`config.mk`:
```
export PLATFORM = sky130hd
export DESIGN_NAME = hds_ram
export DESIGN_NICKNAME = d
export VERILOG_FILES = /design/src/rtl/hds_ram.sv
export SDC_FILE = /design/constraint.sdc
export NUM_CORES = 2
export LEC_CHECK = 0
export ABC_CLOCK_PERIOD_IN_PS = 8790
export BUFFER_PORTS_ARGS = -buffer_cell sky130_fd_sc_hd__buf_2
export CORE_ASPECT_RATIO = 0.7
export CORE_MARGIN = 2
export CORE_UTILIZATION = 66
export DETAILED_ROUTE_END_ITERATION = 10
export PLACE_DENSITY_LB_ADDON = 0.25
export REMOVE_ABC_BUFFERS = 1
export SYNTH_ARGS = -nofsm -noshare
export SYNTH_HDL_FRONTEND = slang
export SYNTH_SLANG_ARGS = --single-unit
```
`constraint.sdc`:
```
create_clock -name clock -period 8.79 [get_ports clock]
set_input_delay 1.758 -clock clock [delete_from_list [all_inputs] [get_ports clock]]
set_output_delay 1.758 -clock clock [all_outputs]
set_load 0.02 [all_outputs]
```
`src/rtl/hds_ram.sv`:
```
`timescale 1ns / 1ps
// ----------------------------------------------------------------------------
// hds_ram
// Simple dual-port line buffer RAM: one write port, one registered read port.
// ----------------------------------------------------------------------------
module hds_ram #(
   parameter int ADDR_BITS = 8,
   parameter int DATA_BITS = 16
) (
   input  logic                 clock,
   input  logic                 wr_en,
   input  logic [ADDR_BITS-1:0] wr_addr,
   input  logic [DATA_BITS-1:0] wr_data,
   input  logic                 rd_en,
   input  logic [ADDR_BITS-1:0] rd_addr,
   output logic [DATA_BITS-1:0] rd_data
);

   localparam int DEPTH = 1 << ADDR_BITS;

   logic [DATA_BITS-1:0] mem [DEPTH];
   logic [DATA_BITS-1:0] rd_data_ff;

   always_ff @(posedge clock) begin
      if (wr_en) begin
         mem[wr_addr] <= wr_data;
      end
   end

   always_ff @(posedge clock) begin
      if (rd_en) begin
         rd_data_ff <= mem[rd_addr];
      end
   end

   assign rd_data = rd_data_ff;

endmodule

```
# ---- After elaboration in Yosys (flattened, before gate mapping)
# Memory sizes are Yosys's and may differ from the RTL's. A register that Yosys moved wholly into a read port is not among the register bits.
# Index checks and enable logic that the tools add are counted.
dict set report word_totals {
  regBits 0
  latchBits 0
  ram_bits 4096
  romBits 0
  in_bits 35
  out_inout_bits 16
  word_cells 3
  memories 1
}
# name words word_bits read_ports rd_ports_with_merged_regs write_ports line_no
set memory_table {}
lappend memory_table {mem 256 16 1 1 1 21} ;# logic [DATA_BITS-1:0] mem [DEPTH];
dict set report classes {
  n_addsub 0
  n_mul 0
  div 0
  magnitude_cmp 0
  eq_ne 0
  n_shift 0
  mux 2
  n_bitwise 0
  reduce_logical 0
}
# cell n
set op_table {}
lappend op_table {{two-way mux 1 bit} 2}

# ---- Depth between registers and ports, before layout
dict set report depth {
  word_depth 2
  ltp_mapped 12
  depth_no_buf 6
}

# ---- Worst setup path before layout
# Ideal clock, no wire load.
dict set report synth_timing {
  kind {input to register}
  start {input rd_addr[0]}
  end {register rd_data_ff[4], in the netlist rd_data[4], read port of mem, data pin}
  setup_ns 0.265
  t_arrival_ns 3.742
  t_required_ns 8.525
  setup_slack_ns 4.783
  cell_stages 8
  path_buffers 3
  cell_sequence {buf_6 > buf_6 > buf_2 > mux4_2 > mux4_2 > a22o_1 > o32ai_2 > nor4_2}
}
# item line_no
set synth_lines {}
lappend synth_lines {{start: declaration} 15} ;# input logic [ADDR_BITS-1:0] rd_addr,
lappend synth_lines {{end: declaration} 22} ;# logic [DATA_BITS-1:0] rd_data_ff;

==> results.txt <==
The run finished with clean final reports. Power comes to 39.06 mW. The post-cts gate resize count is 0. The required time at the worst-slack endpoint is 9.36 ns. Clock tree synthesis inserted a total of 361 buffers.

The number of antenna violations at the first check in global routing is 30. Counting flops with a built-in enable in the synthesized netlist gives 4112. The CTS H-tree depth is 5. The placed instances occupy a cell area of 0.1640 sq mm.

The finished layout holds 11160 standard cells, fillers aside. The TritonCTS clock tree is yes. The die extent in y is 414.5 microns. Sequential cells account for 55.4% of the total power. In this run the worst path has a maximum fanout of 115. IR analysis of the VDD net gives a maximum drop of 0.2037 mV. The clock drives 4112 sinks. The number of DRC markers in iteration 0 came out at 14890. Sorting the synthesized cells by area gives the leading types as sky130_fd_sc_hd__edfxtp_1, sky130_fd_sc_hd__mux4_2, sky130_fd_sc_hd__mux2i_1.

The worst slew slack as a fraction of its limit is 5.858%. The yosys synthesis warning count came out at 0. The number of iterations in the first detailed-routing pass is 7.

The worst setup path is captured at a flip-flop. The post-detailed-placement half-perimeter wirelength is 242800 microns. The count of different cell masters after synthesis came out at 51.

The core footprint is 0.2391 sq mm. The most used flip-flop cell after synthesis is sky130_fd_sc_hd__edfxtp_1. The net count reported at finish came out at 7723.

The starting utilization of the core area is 66.45%. The routed via count is 83030. The total negative setup slack is 0 ns. The buffer cell driving the clock tree root is sky130_fd_sc_hd__clkbuf_16.

The average wire per cell in the routed design is 38.54 microns. Clock latency on the worst-skew pair, taken at its later pin, is 0.89 ns. The critical path launch point type is an input pin. The tightest hold margin came out at 1.208 ns. In this run the tool buffered the top-level ports with 50 buffer cells. For this design the ratio of total power to cell area is 223.0 mW/mm^2.

The post-route standard cell area excluding fillers came out at 0.1752 sq mm. For this run, the total global-route usage over all layers was measured as 35.25%. The number of design rule violations left after detail routing came out at 0.

The cell taking the most area after synthesis is sky130_fd_sc_hd__edfxtp_1. The number of global-route vias before repair came out at 79990. The switching fraction of total power is 21.36%. The worst path uses 62.57% of the clock period. The number of setup buffers added after CTS is 0. The longest clock path from root to sink contains 4 buffers. At the end of routability-driven placement, the weighted congestion stood at 0.9652. The placement row count came out at 150. The standby leakage power came out at 55.35 nW. The sequential cell area fraction in the yosys report came out at 77.72%. The setup slack after placement came out at 2.577 ns. Entering global routing, the biggest net connects 165 pins. The proportion of synthesized flip-flops having asynchronous set or reset is 0%. In this run the power spent charging and discharging nets is 8.343 mW. The data arrival time of the worst path is 6.07 ns.

The time the worst path needs with I/O delays and setup came out at 5.500 ns. Global routing finished with a remaining overflow of 0. The most common cell in the synthesized netlist is sky130_fd_sc_hd__edfxtp_1.

Setup repair after global routing left no endpoint under its margin. The worst-margin pin slew came out at 1.401 ns. The final layout contains routed wiring with a total length of 429900 microns. The cell count after placement came out at 10520. The clock tree skew after final layout came out at 0.04862 ns. The clock-pin slew of the registers on the worst-case setup and hold paths came out at 0.07 ns.

The number of flip-flops and latches in the synthesized netlist came out at 4112. During I/O placement, the number of pins put on the boundary was 51. The maximum clock frequency is 0.1818 GHz. The share of total power in combinational logic came out at 5.1%.

The internal portion of the total power is 30.71 mW. The die is 590.4 microns wide. The number of hold-slack violations in the final timing report came out at 0. The type of the most critical hold path is reg2reg. The synthesized area per cell came out at 21.59 sq um. The via density per instance came out at 7.444. Setup violations remaining at the end of the flow were counted as 0. The first-pass GRT wire length came out at 603700 microns. The number of max-capacitance violations reported is 0.

The fraction of layout cells with a size suffix above 1 came out at 23.48%. Once routing completed, OpenROAD measured the worst setup slack at 3.290 ns. The clock share of power came out at 39.4%. The cts-stage hold buffer count came out at 0.

The die covers 0.2447 sq mm. The critical path is of the in2reg type. Compared with the post-synthesis result, the final layout area differs by 10.26%. The fraction of post-synthesis cell area in the top cell type by area is 77.72%. The commonest cells after synthesis are sky130_fd_sc_hd__edfxtp_1, sky130_fd_sc_hd__mux4_2, sky130_fd_sc_hd__mux2i_1, sky130_fd_sc_hd__nor2_1, sky130_fd_sc_hd__o221ai_1. The count of final max-slew check failures came out at 0.

After synthesis the cells add up to 0.1589 sq mm. Synthesis handed over a netlist of 7360 instances. The final-layout fill cell count is 12890. The post-route antenna net violation count came out at 0. The final standard cell utilization of the core is 73.27%.
-- final cells by class --
class | instances | area, sq um | share of cell area, %
Sequential cell | 4112 | 123500 | 70.49
Multi-Input combinational cell | 2792 | 32960 | 18.82
Clock buffer | 452 | 9567 | 5.461
Tap cell | 3192 | 3994 | 2.280
Timing Repair Buffer | 417 | 3578 | 2.043
Clock inverter | 175 | 1548 | 0.8835
Inverter | 4 | 27.53 | 0.01571
Antenna cell | 11 | 27.53 | 0.01571
-- logic make-up after synthesis --
kind of cell / count (synthesis) / synth area share [%]
AO/OA/AOI/OAI: 786 / 3.534
buffers and inverters: 456 / 1.692
flip-flops: 4112 / 77.72
multiplexers: 1450 / 15.48
AND/OR/NAND/NOR: 556 / 1.573
-- critical path, stage by stage --
cell and delay, ns:
sky130_fd_sc_hd__buf_8 0.44, sky130_fd_sc_hd__buf_4 0.66, sky130_fd_sc_hd__or2_4 0.31, sky130_fd_sc_hd__buf_12 0.54, sky130_fd_sc_hd__o221ai_1 0.39, sky130_fd_sc_hd__o22ai_1 0.26
sky130_fd_sc_hd__nor3_1 0.18, sky130_fd_sc_hd__nor3_1 1.12, sky130_fd_sc_hd__nor4_1 0.10
-- sequential cells by signal, indices dropped and copies added, names as in the netlist --
| name | cells |
|---|---|
| rd_data | 16 |
| mem | 4096 |
-- metal layers --
metal	wire length [microns]	global-route usage, %	up-vias
met1	149700	52.22	42550
met3	72330	12.04	977
li1	-	-	31900
met5	654	0.7221	-
met2	190300	50.11	7573
met4	16930	11.64	37
-- cell usage in the layout (no fill, tap or decap), types with 25 or more instances in the layout --
cell and count:
sky130_fd_sc_hd__mux4_2 797, sky130_fd_sc_hd__nor2_2 61, sky130_fd_sc_hd__buf_4 337, sky130_fd_sc_hd__o22ai_1 148, sky130_fd_sc_hd__bufinv_16 25, sky130_fd_sc_hd__mux2_2 88
sky130_fd_sc_hd__clkinv_1 69, sky130_fd_sc_hd__nor2_1 242, sky130_fd_sc_hd__o221ai_1 252, sky130_fd_sc_hd__clkinv_2 59, sky130_fd_sc_hd__mux2i_1 565, sky130_fd_sc_hd__a221oi_1 28
sky130_fd_sc_hd__o21ai_0 37, sky130_fd_sc_hd__clkbuf_16 370, sky130_fd_sc_hd__buf_2 29, sky130_fd_sc_hd__clkbuf_1 82, sky130_fd_sc_hd__buf_12 30, sky130_fd_sc_hd__edfxtp_1 4112
sky130_fd_sc_hd__nand2_1 38, sky130_fd_sc_hd__nand4_1 26, sky130_fd_sc_hd__a22oi_1 43, sky130_fd_sc_hd__nand3_1 29, sky130_fd_sc_hd__a21oi_1 175, sky130_fd_sc_hd__a22o_1 32
sky130_fd_sc_hd__nor3_1 86
-- power groups by stage --
stage | registers, mW | logic (mW) | clock network, mW
finish | 21.7 | 2.01 | 15.4
global route | 21.6 | 2.06 | 16.1
CTS | 21.6 | 1.95 | 15.4
detailed placement | 22.1 | 1.93 | 0
global placement | 22.1 | 1.88 | 0
floorplan | 22.1 | 0.797 | 0
-- worst paths after layout --
kind	slack, ns	from	cells past startpoint	to
worst max-delay path	3.29	rd_addr[1]	9	rd_data[1]
worst min-delay path	1.21	mem[98][10]	6	rd_data[10]
worst max register to register	5.07	mem[10][7]	6	rd_data[7]
worst min register to register	1.21	mem[98][10]	6	rd_data[10]
Note: power is estimated with default switching activity, not from simulation.
