$ cat config.mk
export PLATFORM = sky130hd
export DESIGN_NAME = hds_core
export DESIGN_NICKNAME = d
export VERILOG_FILES = /design/src/rtl/hds_pkg.sv /design/src/rtl/hds_core.sv
export SDC_FILE = /design/constraint.sdc
export NUM_CORES = 1
export LEC_CHECK = 0
export ABC_AREA = 1
export BUFFER_PORTS_ARGS = -buffer_cell sky130_fd_sc_hd__buf_4
export CAP_MARGIN = 10
export CORE_MARGIN = 5
export CORE_UTILIZATION = 40
export DETAILED_ROUTE_END_ITERATION = 16
export HOLD_SLACK_MARGIN = 0.03
export PLACE_DENSITY = 0.72
export SKIP_LAST_GASP = 1
export SLEW_MARGIN = 25
export SYNTH_ARGS = -nofsm -noshare
export SYNTH_HDL_FRONTEND = slang
export SYNTH_SLANG_ARGS = --single-unit
$ cat constraint.sdc
create_clock -name clock -period 3 [get_ports clock]
set_clock_uncertainty 0.2 [all_clocks]
set_input_delay 0.6 -clock clock [delete_from_list [all_inputs] [get_ports clock]]
set_output_delay 0.6 -clock clock [all_outputs]
set_load 0.02 [all_outputs]
$ cat src/rtl/hds_pkg.sv
`timescale 1ns / 1ps
// ----------------------------------------------------------------------------
// hds_pkg
// Shared widths, types and helpers for the heat diffusion stencil sweep.
// ----------------------------------------------------------------------------
package hds_pkg;

   localparam int GRID_MAX  = 256;
   localparam int TEMP_BITS = 16;
   localparam int ADDR_BITS = $clog2(GRID_MAX);
   localparam int POS_BITS  = 8;
   localparam int SIZE_BITS = 9;
   localparam int SUM_BITS  = TEMP_BITS + 2;

   localparam logic [SIZE_BITS-1:0] GRID_MIN   = SIZE_BITS'(3);
   localparam logic [SIZE_BITS-1:0] GRID_LIMIT = SIZE_BITS'(GRID_MAX);
   localparam logic [SIZE_BITS-1:0] GRID_RESET = SIZE_BITS'(200);

   typedef logic [TEMP_BITS-1:0] temp_type;
   typedef logic [POS_BITS-1:0]  pos_type;
   typedef logic [ADDR_BITS-1:0] addr_type;
   typedef logic [SIZE_BITS-1:0] size_type;

   // accepted item and where it sits in the grid
   typedef struct packed {
      temp_type temp;
      pos_type  row;
      pos_type  col;
   } item_type;

   // line buffer write-back when an item retires
   typedef struct packed {
      logic     en;
      addr_type addr;
      temp_type prev_val;
      temp_type older_val;
   } wb_type;

   function automatic size_type clamp_size(input size_type raw);
      size_type n;
      n = raw;
      if (n < GRID_MIN)   n = GRID_MIN;
      if (n > GRID_LIMIT) n = GRID_LIMIT;
      return n;
   endfunction

endpackage

$ cat src/rtl/hds_core.sv
`timescale 1ns / 1ps
// ----------------------------------------------------------------------------
// hds_core
// Stencil stage: holds one item, combines line buffer reads, sequences up to
// two results into the output register and issues the line buffer write-back.
// ----------------------------------------------------------------------------
module hds_core import hds_pkg::*; (
   input  logic     clock,
   input  logic     reset,
   input  logic     restart,     // frame restart from a size write
   input  size_type size_last,   // active size minus one
   input  logic     accept,
   input  item_type item,
   input  temp_type centre_rd,   // prev row at c
   input  temp_type right_rd,    // prev row at c+1
   input  temp_type up_rd,       // older row at c
   output logic     stage_free,
   output wb_type   wb,
   output logic     out_valid,
   input  logic     out_ready,
   output temp_type out_temp,
   output pos_type  out_row,
   output pos_type  out_col,
   output logic     out_last,
   output logic     out_done
);

   logic     s1_valid_ff, s1_valid_in;
   item_type s1_item_ff;
   logic     phase_ff, phase_in;
   temp_type left_ff, left_in;

   logic     ov_ff, ov_in;
   temp_type ot_ff;
   pos_type  orow_ff, ocol_ff;
   logic     olast_ff, odone_ff;

   logic              out_free, retire, load_a, load_b;
   logic              row_first, row_last, col_first, col_last, border;
   logic [SUM_BITS-1:0] sum;
   temp_type          stencil;

   assign out_free  = !ov_ff || out_ready;
   assign row_first = (s1_item_ff.row == '0);
   assign row_last  = ({1'b0, s1_item_ff.row} == size_last);
   assign col_first = (s1_item_ff.col == '0);
   assign col_last  = ({1'b0, s1_item_ff.col} == size_last);
   assign border    = (s1_item_ff.row == POS_BITS'(1)) || col_first || col_last;

   assign sum = SUM_BITS'(up_rd) + SUM_BITS'(s1_item_ff.temp)
              + SUM_BITS'(left_ff) + SUM_BITS'(right_rd);
   assign stencil = border ? centre_rd : sum[SUM_BITS-1:2];

   assign load_a = s1_valid_ff && !row_first && !phase_ff && out_free;
   assign load_b = s1_valid_ff && phase_ff && out_free;
   assign retire = s1_valid_ff && (row_first || (out_free && (!row_last || phase_ff)));

   assign stage_free = !s1_valid_ff || retire;

   always_comb begin
      s1_valid_in = s1_valid_ff;
      phase_in    = phase_ff;
      left_in     = left_ff;
      ov_in       = ov_ff && !out_ready;
      if (retire) begin
         s1_valid_in = 1'b0;
         phase_in    = 1'b0;
         left_in     = col_last ? '0 : centre_rd;
      end else if (load_a && row_last) begin
         phase_in = 1'b1;
      end
      if (accept) begin
         s1_valid_in = 1'b1;
      end
      if (load_a || load_b) begin
         ov_in = 1'b1;
      end
      if (restart) begin
         left_in = '0;
      end
   end

   always_ff @(posedge clock) begin
      if (reset) begin
         s1_valid_ff <= 1'b0;
         phase_ff    <= 1'b0;
         left_ff     <= '0;
         ov_ff       <= 1'b0;
      end else begin
         s1_valid_ff <= s1_valid_in;
         phase_ff    <= phase_in;
         left_ff     <= left_in;
         ov_ff       <= ov_in;
      end
   end

   always_ff @(posedge clock) begin
      if (accept) begin
         s1_item_ff <= item;
      end
      if (load_a) begin
         ot_ff    <= stencil;
         orow_ff  <= s1_item_ff.row - POS_BITS'(1);
         ocol_ff  <= s1_item_ff.col;
         olast_ff <= !row_last;
         odone_ff <= 1'b0;
      end else if (load_b) begin
         ot_ff    <= s1_item_ff.temp;
         orow_ff  <= s1_item_ff.row;
         ocol_ff  <= s1_item_ff.col;
         olast_ff <= 1'b1;
         odone_ff <= col_last;
      end
   end

   // retire writes the arriving cell into prev and the old prev into older
   assign wb.en        = retire;
   assign wb.addr      = ADDR_BITS'(s1_item_ff.col);
   assign wb.prev_val  = s1_item_ff.temp;
   assign wb.older_val = centre_rd;

   assign out_valid = ov_ff;
   assign out_temp  = ot_ff;
   assign out_row   = orow_ff;
   assign out_col   = ocol_ff;
   assign out_last  = olast_ff;
   assign out_done  = odone_ff;

endmodule

Yosys cells after proc, flatten, opt, wreduce, memory -nomap -nowiden

Index checks and enable logic that the tools add are counted.

Bits in registers: 85
Output and inout bits: 77
Logic and storage cells: 60

$add $sub $neg: 4
Equality and inequality tests: 3
Multiplexer cells: 13
Reduce and logical (&&, ||, !) cells: 28

Operators by type and width:

| cell                | count |
|---|---|
| $mux 16             | 4 |
| $mux 8              | 4 |
| $add 17x16->18      | 1 |
| $add 18x16->18      | 1 |
| $eq 8x9->1          | 2 |
| $add 16x16->17      | 1 |
| $logic_not 8->1     | 2 |
| $logic_and 1x1->1   | 9 |
| $eq 8x1->1 const B  | 1 |
| $sub 8x1->8 const B | 1 |
| $logic_or 1x1->1    | 7 |
| $logic_not 1->1     | 6 |
| $mux 1              | 5 |
| $reduce_bool 2->1   | 2 |
| $reduce_or 2->1     | 2 |

Logic depth before layout (Yosys ltp)

Depth after elaboration: 8
Depth in mapped cells: 17
Mapped depth without buffers: 17

Least setup slack after synthesis

Ideal clock, no wire load.

Path kind: input-to-reg
Start: input right_rd[1]
End: register ot_ff[7] (netlist: out_temp[7]) (data pin)
Library setup time: 0.253 ns
Arrival: 2.886 ns
Path slack: -0.339 ns
Cell stages on the path: 15
Path through: inv_1 fa_1 inv_1 fa_1 nand3_1 fa_1 inv_1 nand3_1 nand3_1 nand2_1 nand2_1 xnor2_1 nand2_1 nand3_1 nand2_1

Word-level cells in the longest chain between the ends: 3

RTL lines:

| what                 | line            | RTL |
|---|---|---|
| start, declared      | hds_core.sv:15  | `input temp_type right_rd,` |
| $add 18x16->18       | hds_core.sv:51  | `+ SUM_BITS'(left_ff) + SUM_BITS'(right_rd);` |
| $mux 16              | hds_core.sv:52  | `assign stencil = border ? centre_rd : sum[SUM_BITS-1:2];` |
| $mux 16              | hds_core.sv:101 | `if (load_a) begin` |
| end signal, assigned | hds_core.sv:102 | `ot_ff <= stencil;` |
| end signal, assigned | hds_core.sv:108 | `ot_ff <= s1_item_ff.temp;` |
| end, declared        | hds_core.sv:34  | `temp_type ot_ff;` |

Every way passes these cells.
A chain may end at the register's enable or synchronous reset.

Final worst setup path

Start: input up_rd[1]
End: register ot_ff[2] (netlist: out_temp[2]) (data pin)

Word-level cells in the longest chain between the ends: 5

RTL lines:

| what            | line            | RTL |
|---|---|---|
| start, declared | hds_core.sv:16  | `input temp_type up_rd,` |
| $add 16x16->17  | hds_core.sv:50  | `assign sum = SUM_BITS'(up_rd) + SUM_BITS'(s1_item_ff.temp)` |
| $add 17x16->18  | hds_core.sv:51  |  |
| $add 18x16->18  | hds_core.sv:51  |  |
| $mux 16         | hds_core.sv:52  |  |
| $mux 16         | hds_core.sv:101 |  |

Every way passes these cells.

==> flow_summary.rst <==
.. list-table::
   :header-rows: 1

   * - Metric
     - Value
   * - Status
     - finished with violations
   * - Violated checks
     - setup timing
   * - Fraction of final layout cells with drive strength greater than 1
     - 36.3%
   * - Routed via count divided by cell count
     - roughly 4.6
   * - Post-synthesis cell area
     - 6010 um2
   * - Initial detailed-routing violation count
     - 287
   * - Area of the multi-input gates
     - ~3100 um2
   * - Die H
     - about 130 um
   * - Maximum resistive drop on vdd
     - 0.286 mV
   * - Core ar.
     - 14600 um2
   * - Post-Synth Adder-Cell Area
     - between 10 and 15%
   * - Final net count
     - 1073
   * - Routability Congestion
     - 0.860
   * - Number of standard cells after synthesis
     - approximately 750
   * - Maximum number of pins on one net before global-route repair
     - 34
   * - CTS clk-pin slew, worst paths
     - 0.07 ns
   * - Drt first pass iters
     - 4
   * - Worst setup slack after placement
     - -0.482 ns
   * - Crit. End Element
     - flip-flop
   * - Cell count after placement
     - 1092
   * - Leakage power summed over all cells
     - 4.09 nW
   * - Synth cell types
     - 31
   * - Flop-to-flop setup slack
     - -0.14 ns
   * - Syn-to-layout area delta
     - 37.0%
   * - Post-route non-filler standard cell count
     - 1118
   * - Sum of negative setup slack
     - -1.09 ns
   * - Filler cell count
     - between 1000 and 1500
   * - DP Wirelength
     - 12.4 mm
   * - Final count of hold timing violations
     - 0
   * - Clk sink count
     - 85
   * - Vias in the first global route
     - approximately 5000
   * - Peak clock frequency supported by timing
     - roughly 320 MHz
   * - Number of nets still failing antenna checks after routing
     - 0
   * - Type of the tightest min-delay check
     - primary input to flip-flop
   * - Critical-path maximum fanout
     - 3
   * - Proportion of synthesized area in mux cells
     - 0%
   * - Post-synthesis sequential element count
     - 85
   * - RSZ-0062 raised after global routing
     - yes
   * - Total vias in the final route
     - 5123
   * - Arrival time worst endpoint
     - 3.05 ns
   * - Width of the die
     - 133 um
   * - Effective utilization at floorplan
     - 41.1%
   * - Remaining routing DRC violations
     - 0
   * - Inserted Clock Buffers
     - 9
   * - Largest family of logic cells by synthesized area
     - simple AND/OR/NAND/NOR gates
   * - Initial antenna violation count
     - 0
   * - Finished Cell Area
     - around 8200 um2
   * - Diode count
     - 0
   * - Number of H-tree levels
     - 3
   * - Setup violation total in the final timing report
     - 13
   * - Slew margin rel.
     - 65.7%
   * - Minimum clock period after layout
     - 3.14 ns
   * - Total routing usage reported by global routing
     - 18.2%
   * - Util after Layout
     - roughly 56%
   * - Synthesis warning total
     - 0
   * - Placement Rows
     - 44
   * - Post-synthesis share of cell area spent on and, or, nand and nor gates
     - 22.0%
   * - First-pass GRT wire length
     - 25.4 mm
   * - Sequential-to-total area share from yosys stat
     - 39.1%
   * - Routed Wire Length
     - 15.9 mm
   * - Count of buffers inserted at the top-level ports
     - 170
   * - Post-layout power
     - 4.57 mW
   * - Die area
     - 17600 um2
   * - CP Data Required Time
     - 2.91 ns
   * - CTS tree
     - built
   * - Average wire per cell in the routed design
     - 14.2 um
   * - Kind of start point of the critical path
     - primary input
   * - Instance area at placement
     - about 7600 um2
   * - Clock insertion delay at the later pin of the skew report
     - 0.35 ns
   * - Post-Synthesis Net Count
     - 893
   * - Mean cell area of the mapped netlist
     - 8.03 um2
   * - Max Slew Vio Count
     - 0
   * - Share of the synthesized area in compound gates (AO/OA/AOI/OAI)
     - 4.85%
   * - PD cells
     - 555 nW/um2
   * - Maximum buffer depth of the clock tree
     - 2
   * - Xor-xnor portion of the synthesized cell area
     - ~2.6%
   * - Fin crit share
     - 105%
   * - Total global routing overflow
     - 0
   * - Clock root cell
     - clkbuf_16
   * - Crit path kind
     - primary input to flip-flop
   * - Least setup slack across all paths after layout
     - -0.138 ns
   * - I/O Pins
     - 171
   * - Fin Hold WS
     - 0.218 ns
   * - Transition time of the tightest slew-check pin
     - 0.515 ns
   * - Storage element area
     - 2350 um2
   * - Max-cap violations
     - 0
metal layers:
layer / GRT usage, % / vias up / part of all wire, %
met3: 4.56 / 18 / 7.1
li1: - / 2607 / -
met5: 0 / - / 0
met4: 6.41 / 0 / 1.7
met2: 31.1 / 152 / 49
met1: 22.4 / 2346 / 42
synth_stat cells, drive strengths merged:
library cell	instances	area [um2]
nand3	51	265
buf	52	387
o21ai	16	91.3
nor3	3	15.0
ha	18	225
nor2	55	219
o21bai	2	15.0
and2	1	6.26
o22ai	1	6.26
nand2	204	778
fa	32	641
xor2	11	96.3
clkbuf	3	11.3
nand4	5	31.3
xnor2	7	61.3
nand3b	1	7.51
dfxtp	20	400
a21oi	35	179
inv	167	627
edfxtp	65	1950
state kept, by name, summed over array words and instances, names as in the netlist:
signal	cells
out_col	8
out_temp	16
s1_item_ff	8
left_ff	16
out_done	1
out_last	1
phase_ff	1
out_valid	1
s1_valid_ff	1
wb	24
out_row	8
power by group:
part | switching [mW] | internal, mW | total (mW)
Combinational | 1.12 | 0.951 | 2.07
Sequential | 0.0448 | 1.36 | 1.41
Clock | 0.512 | 0.573 | 1.09
Total | 1.68 | 2.89 | 4.57
path summary, 6_finish.rpt:
kind / start / end / depth (start not counted)
worst max-delay path: up_rd[1] / out_temp[2] / 15
worst min-delay path: item[5] / wb[37] / 1
worst max register to register: wb[17] / out_temp[2] / 14
worst min register to register: left_ff[12] / left_ff[12] / 2
cells in the final DEF, fill, tap and decap left out, types with 3 or more instances in the layout:
master,count
edfxtp_1,65
nor3_1,3
nand2_2,21
ha_1,5
a21oi_2,4
xnor2_1,6
inv_1,145
inv_2,21
nor2_4,5
nand3_1,37
a21oi_1,30
fa_1,30
nand2_1,178
buf_4,223
nor2_2,8
nand3_2,12
nand2_4,5
nand4_1,5
o21ai_0,13
clkbuf_16,9
xor2_1,11
ha_4,13
nor2_1,42
dfxtp_1,20
cell type report:
cell class / count / area share [%]
multi-input cells: 442 / 37.1
flip-flops and latches: 85 / 28.5
repair buffers: 224 / 20.5
inverters: 167 / 7.70
well taps: 184 / 2.79
clock buffers: 9 / 2.73
clock inverters: 7 / 0.683
kinds of logic after synthesis:
| kind of cell | count (synthesis) |
|---|---|
| AOI/OAI and AO/OA | 54 |
| xor gates and xnor gates | 18 |
| adders and majority gates | 50 |
| buffers and inverters | 222 |
| DFF | 85 |
| and+or+nand+nor | 320 |
repair_timing:
| item | CTS | global route |
|---|---|---|
| pin swaps | 32 | 22 |
| setup buffers | 5 | 5 |
| hold endpoints to repair | 0 | 0 |
| hold buffers | 0 | 0 |
| resized for setup | 35 | 39 |
| endpoints found under the setup margin | 15 | 15 |
| cloned | 0 | 0 |
worst max-delay path: stages:
cell and delay (ns):
buf_4 0.11, inv_8 0.03, fa_1 0.57, inv_2 0.05
fa_1 0.53, nand3_2 0.09, buf_4 0.14, buf_4 0.12
buf_4 0.13, o21ai_4 0.19, buf_4 0.14, xnor2_1 0.12
o21ai_0 0.11, nand2_1 0.08, nand2_1 0.04
Note: power is estimated with default switching activity, not from simulation.
